$ cat config.mk
export PLATFORM = sky130hd
export DESIGN_NAME = spg_front
export DESIGN_NICKNAME = d
export VERILOG_FILES = /design/src/design/spg_pkg.sv /design/src/design/spg_front.sv
export SDC_FILE = /design/constraint.sdc
export NUM_CORES = 1
export LEC_CHECK = 0
export BUFFER_PORTS_ARGS = -buffer_cell sky130_fd_sc_hd__buf_4
export CORE_UTILIZATION = 55
export DETAILED_ROUTE_END_ITERATION = 12
export PLACE_DENSITY = 0.95
export SLEW_MARGIN = 25
export SYNTH_ARGS = -nofsm -noshare
export SYNTH_HDL_FRONTEND = slang
export SYNTH_SLANG_ARGS = --single-unit
export TNS_END_PERCENT = 20
$ cat constraint.sdc
create_clock -name aclk -period 6.65 [get_ports aclk]
set_clock_uncertainty 0.15 [all_clocks]
set_input_delay 0.665 -clock aclk [delete_from_list [all_inputs] [get_ports aclk]]
set_output_delay 0.665 -clock aclk [all_outputs]
set_load 0.01 [all_outputs]
$ cat src/design/spg_pkg.sv
// ----------------------------------------------------------------------------
// spg_pkg: shared types and constants of the slotted page store
// Holds the page geometry, the request classes, the status codes and the
// structs that travel between the front and the back part.
// ----------------------------------------------------------------------------
package spg_pkg;

    localparam int PAGE_BYTES = 1024;
    localparam int MEM_AW     = $clog2(PAGE_BYTES);
    localparam int ADDR_W     = 18;

    localparam logic [1:0] CMD_ADD  = 2'd0;
    localparam logic [1:0] CMD_DEL  = 2'd1;
    localparam logic [1:0] CMD_READ = 2'd2;

    localparam logic [1:0] CLS_ADD  = 2'd0;
    localparam logic [1:0] CLS_DEL  = 2'd1;
    localparam logic [1:0] CLS_READ = 2'd2;
    localparam logic [1:0] CLS_NOP  = 2'd3;

    localparam logic [2:0] ST_DONE    = 3'd0;
    localparam logic [2:0] ST_PENDING = 3'd1;
    localparam logic [2:0] ST_NOROOM  = 3'd2;
    localparam logic [2:0] ST_BADIDX  = 3'd3;
    localparam logic [2:0] ST_BADOFF  = 3'd4;

    typedef struct packed {
        logic [1:0]  cls;
        logic [8:0]  slot_index;
        logic [9:0]  byte_offset;
        logic [10:0] item_length;
        logic [7:0]  data_byte;
        logic        last_byte;
    } spg_req_t;

    typedef struct packed {
        logic     vld;
        spg_req_t req;
    } spg_head_t;

    typedef struct packed {
        logic clearing;
        logic pop;
    } spg_bstat_t;

endpackage

$ cat src/design/spg_front.sv
// ----------------------------------------------------------------------------
// spg_front: request intake
// Accepts requests, classifies the command and holds them in a two-entry
// queue until the back part takes them.
// ----------------------------------------------------------------------------
module spg_front (
    input  logic              aclk,
    input  logic              aresetn,
    input  logic              s_tvalid,
    output logic              s_tready,
    input  logic [39:0]       s_tdata,
    input  logic [1:0]        s_tuser,
    input  logic              s_tlast,
    input  spg_pkg::spg_bstat_t bstat,
    output spg_pkg::spg_head_t  head
);
    import spg_pkg::*;

    spg_req_t   q_reg [2];
    logic       wr_ptr_reg;
    logic       rd_ptr_reg;
    logic [1:0] cnt_reg;
    spg_req_t   in_req;
    logic       push;

    always_comb begin
        in_req.slot_index  = s_tdata[8:0];
        in_req.byte_offset = s_tdata[18:9];
        in_req.item_length = s_tdata[29:19];
        in_req.data_byte   = s_tdata[37:30];
        in_req.last_byte   = s_tlast;
        case (s_tuser)
            CMD_ADD:  in_req.cls = CLS_ADD;
            CMD_DEL:  in_req.cls = CLS_DEL;
            CMD_READ: in_req.cls = CLS_READ;
            default:  in_req.cls = CLS_NOP;
        endcase
    end

    assign s_tready = (cnt_reg != 2'd2) && !bstat.clearing;
    assign push     = s_tvalid && s_tready;
    assign head.vld = (cnt_reg != 2'd0);
    assign head.req = q_reg[rd_ptr_reg];

    always_ff @(posedge aclk) begin
        if (push) begin
            q_reg[wr_ptr_reg] <= in_req;
        end
    end

    always_ff @(posedge aclk) begin
        if (!aresetn) begin
            wr_ptr_reg <= 1'b0;
            rd_ptr_reg <= 1'b0;
            cnt_reg    <= 2'd0;
        end else begin
            if (push) begin
                wr_ptr_reg <= ~wr_ptr_reg;
            end
            if (bstat.pop) begin
                rd_ptr_reg <= ~rd_ptr_reg;
            end
            cnt_reg <= cnt_reg + 2'(push) - 2'(bstat.pop);
        end
    end

endmodule

==> results_dict.tcl <==
set metrics [dict create \
    outcome "completed" \
    die_area_um2 6168 \
    final_hold_vios 0 \
    dpl_cell_area_um2 3918 \
    route.detailed.vias_per_inst 5.049 \
    worst_setup_path_end_kind "output pin" \
    cts_resized 0 \
    worst_slew_margin_rel_pct 35.03 \
    routed_wire_length_um 4915 \
    placeableCoreArea_um2 5574 \
    p_leak_nw 1.529 \
    post-route-cell-area_um2 4079 \
    largest_register_ffs 82 \
    global_route.overflow_total 0 \
    cts_max_level 3 \
    max_clock_freq_ghz 0.3719 \
    count_of_input_and_output_buffers 88 \
    vdd_drop_max_v 0.0002133 \
    globalplace.congestion 0.6611 \
    layout_setup_ws_ns 3.961 \
    fin_cells 326 \
    syn_to_final_growth_pct 26.60 \
    tns_ns 0 \
    worst-endpoint-arrival_ns 1.87 \
    place_ws_ns 4.160 \
    dp_cells 310 \
    via_count 1646 \
    ff_latch_area_um2 2564 \
    initial_utilization_pct 57.80 \
    largest_delay_contributor_family_on_the_critical_path "flip-flops" \
    drtPass1Iterations 4 \
    cts_hold_buf 0 \
    clock_sink_count 87 \
    mappedNetlistNets 207 \
    critPathLaunchType "flop" \
    num_rows 27 \
    root_buffer "sky130_fd_sc_hd__clkbuf_8" \
    pin_count_of_the_biggest_net_entering_global_routing 42 \
    clock_tree_from_tritoncts "yes" \
    total_power_w 0.001085 \
    syn_area_per_cell_um2 20.52 \
    timing.final.max_slew_violations 0 \
    power_per_cell_area_nw_per_um2 266.0 \
    tightestPinTransition_ns 0.9745 \
    layout.filler_cells 378 \
    timing.critical_path.fanout_max 41 \
    final_period_minus_worst_setup_slack_ns 2.689 \
    worstHoldPathType "flop to flop" \
    antenna_violations_before_repair 0 \
    grt_pass1_vias 1655 \
    ys_seq_elements 87 \
    critPathMaxStageDelay_ns 0.94 \
    setup-violations-final 0 \
    setup_repair_after_global_routing_missed_its_margin "false" \
    synth_sequential_area_ratio_pct 79.53 \
    worstPathCellList "mux2_2, buf_4" \
    initialDrtViolationCount 46 \
    worstSetupPathType "flop to output pin" \
    die_width_um 78.54 \
    postSynthCellCount 157 \
    remaining_drc_errors 0 \
    drive_above_1_share_pct 56.30 \
    worst_ep_required_time_ns 5.83 \
    max_cap_viol_count 0 \
    finalNetCount 299 \
    yosys_warnings 0 \
    clkTransAtPathRegs_ns 0.07 \
    wire_per_inst_um 15.08 \
    grt_pass1_wl_um 7500 \
    cts_max_path_buffers 2 \
    post-route-period-util_pct 40.43 \
    postCtsSetupBuffers 0 \
    antennaDiodeCount 0 \
    multi_input_comb_area_um2 591.8 \
    chipHeight_um 78.54 \
    place_hpwl_um 3154 \
    number_of_buffers_created_by_cts 9 \
    crit_path_top_delay_cell "sky130_fd_sc_hd__dfxtp_2" \
    synth_area_um2 3222 \
    final_ant_viol_nets 0 \
    clk_latency_ns 0.33 \
    top_level_ports 91 \
    crit_buf_inv 1 \
    ys_types 23 \
    grtUsageTotal_pct 16.82 \
]
## worst min-delay path, cell delays in order (launching register included)
cell and delay [ns]:
sky130_fd_sc_hd__dfxtp_1 0.32, sky130_fd_sc_hd__o21ai_0 0.07, sky130_fd_sc_hd__a21oi_1 0.07
## cells in the mapped netlist
cell type                  number  share of area [%]
sky130_fd_sc_hd__a21oi_1        1               0.16
sky130_fd_sc_hd__and2_1         1               0.19
sky130_fd_sc_hd__and2_2         1               0.23
sky130_fd_sc_hd__and3_1         1               0.19
sky130_fd_sc_hd__buf_2          1               0.16
sky130_fd_sc_hd__buf_6          4                1.4
sky130_fd_sc_hd__clkbuf_1       2               0.23
sky130_fd_sc_hd__dfxtp_1        5                3.1
sky130_fd_sc_hd__edfxtp_1      82                 76
sky130_fd_sc_hd__ha_1           2               0.78
sky130_fd_sc_hd__inv_1          3               0.35
sky130_fd_sc_hd__mux2_1         3                1.0
sky130_fd_sc_hd__mux2_2        38                 13
sky130_fd_sc_hd__nand2_1        1               0.12
sky130_fd_sc_hd__nand2b_1       1               0.19
sky130_fd_sc_hd__nor2_1         4               0.47
sky130_fd_sc_hd__nor2b_4        1               0.43
sky130_fd_sc_hd__nor3_1         1               0.16
sky130_fd_sc_hd__o21ai_0        1               0.16
sky130_fd_sc_hd__or2_2          1               0.19
sky130_fd_sc_hd__or3_1          1               0.19
sky130_fd_sc_hd__xnor2_1        1               0.27
sky130_fd_sc_hd__xor2_1         1               0.27
## through the flow
stage	hold slack, ns	util, %
global route	0.3397	73.18
finish	0.3550	73.18
CTS	0.3446	73.18
global placement	0.3212	70.28
detailed placement	0.3345	70.28
floorplan	0.3081	-
## power breakdown
part	internal [W]	switching [W]	total, W
clock network	0.000146	0.000159	0.000306
logic	0.0000798	0.0000549	0.000135
registers	0.000628	0.0000160	0.000644
total	0.000855	0.000230	0.00108
## cells in the final DEF, fill, tap and decap left out, types with 2 or more instances in the layout
cell type | Yosys | routed
sky130_fd_sc_hd__mux2_1 | 3 | 3
sky130_fd_sc_hd__edfxtp_1 | 82 | 82
sky130_fd_sc_hd__mux2_2 | 38 | 38
sky130_fd_sc_hd__clkbuf_8 | 0 | 10
sky130_fd_sc_hd__clkbuf_1 | 2 | 5
sky130_fd_sc_hd__inv_1 | 3 | 2
sky130_fd_sc_hd__buf_4 | 0 | 88
sky130_fd_sc_hd__nor2_1 | 4 | 4
sky130_fd_sc_hd__ha_1 | 2 | 2
sky130_fd_sc_hd__dfxtp_1 | 5 | 4
## path summary, 6_finish.rpt
path | startpoint | slack, ns | depth (start not counted) | to
max reg2reg | cnt_reg[1] | 4.59 | 3 | q_reg[1][17]
min reg2reg | wr_ptr_reg | 0.36 | 2 | wr_ptr_reg
max | flop | 3.96 | 2 | head[26]
min | wr_ptr_reg | 0.36 | 2 | wr_ptr_reg
## area by class of cell
cell class | instances | share of cell area, %
clock inverter | 1 | 0.1227
multi-input combinational | 60 | 14.51
sequential | 87 | 62.85
timing repair buffer | 88 | 16.20
inverter | 3 | 0.2761
tap | 72 | 2.209
clock buffer | 15 | 3.834
## cells by family after synthesis
group / synth area share, %
compound gates: 0.3104
xor+xnor: 0.5438
fa+ha+maj: 0.7766
buf+inv: 2.136
flops: 79.53
mux: 14.33
simple gates: 2.369
## routing by layer
layer	GRT usage, %	up-vias	wire length (µm)
met1	17.43	792	1834
met4	8.333	0	99
met3	4.651	10	295
met2	30.87	61	2686
met5	0	-	0
li1	-	783	-
Note: power is estimated with default switching activity, not from simulation.
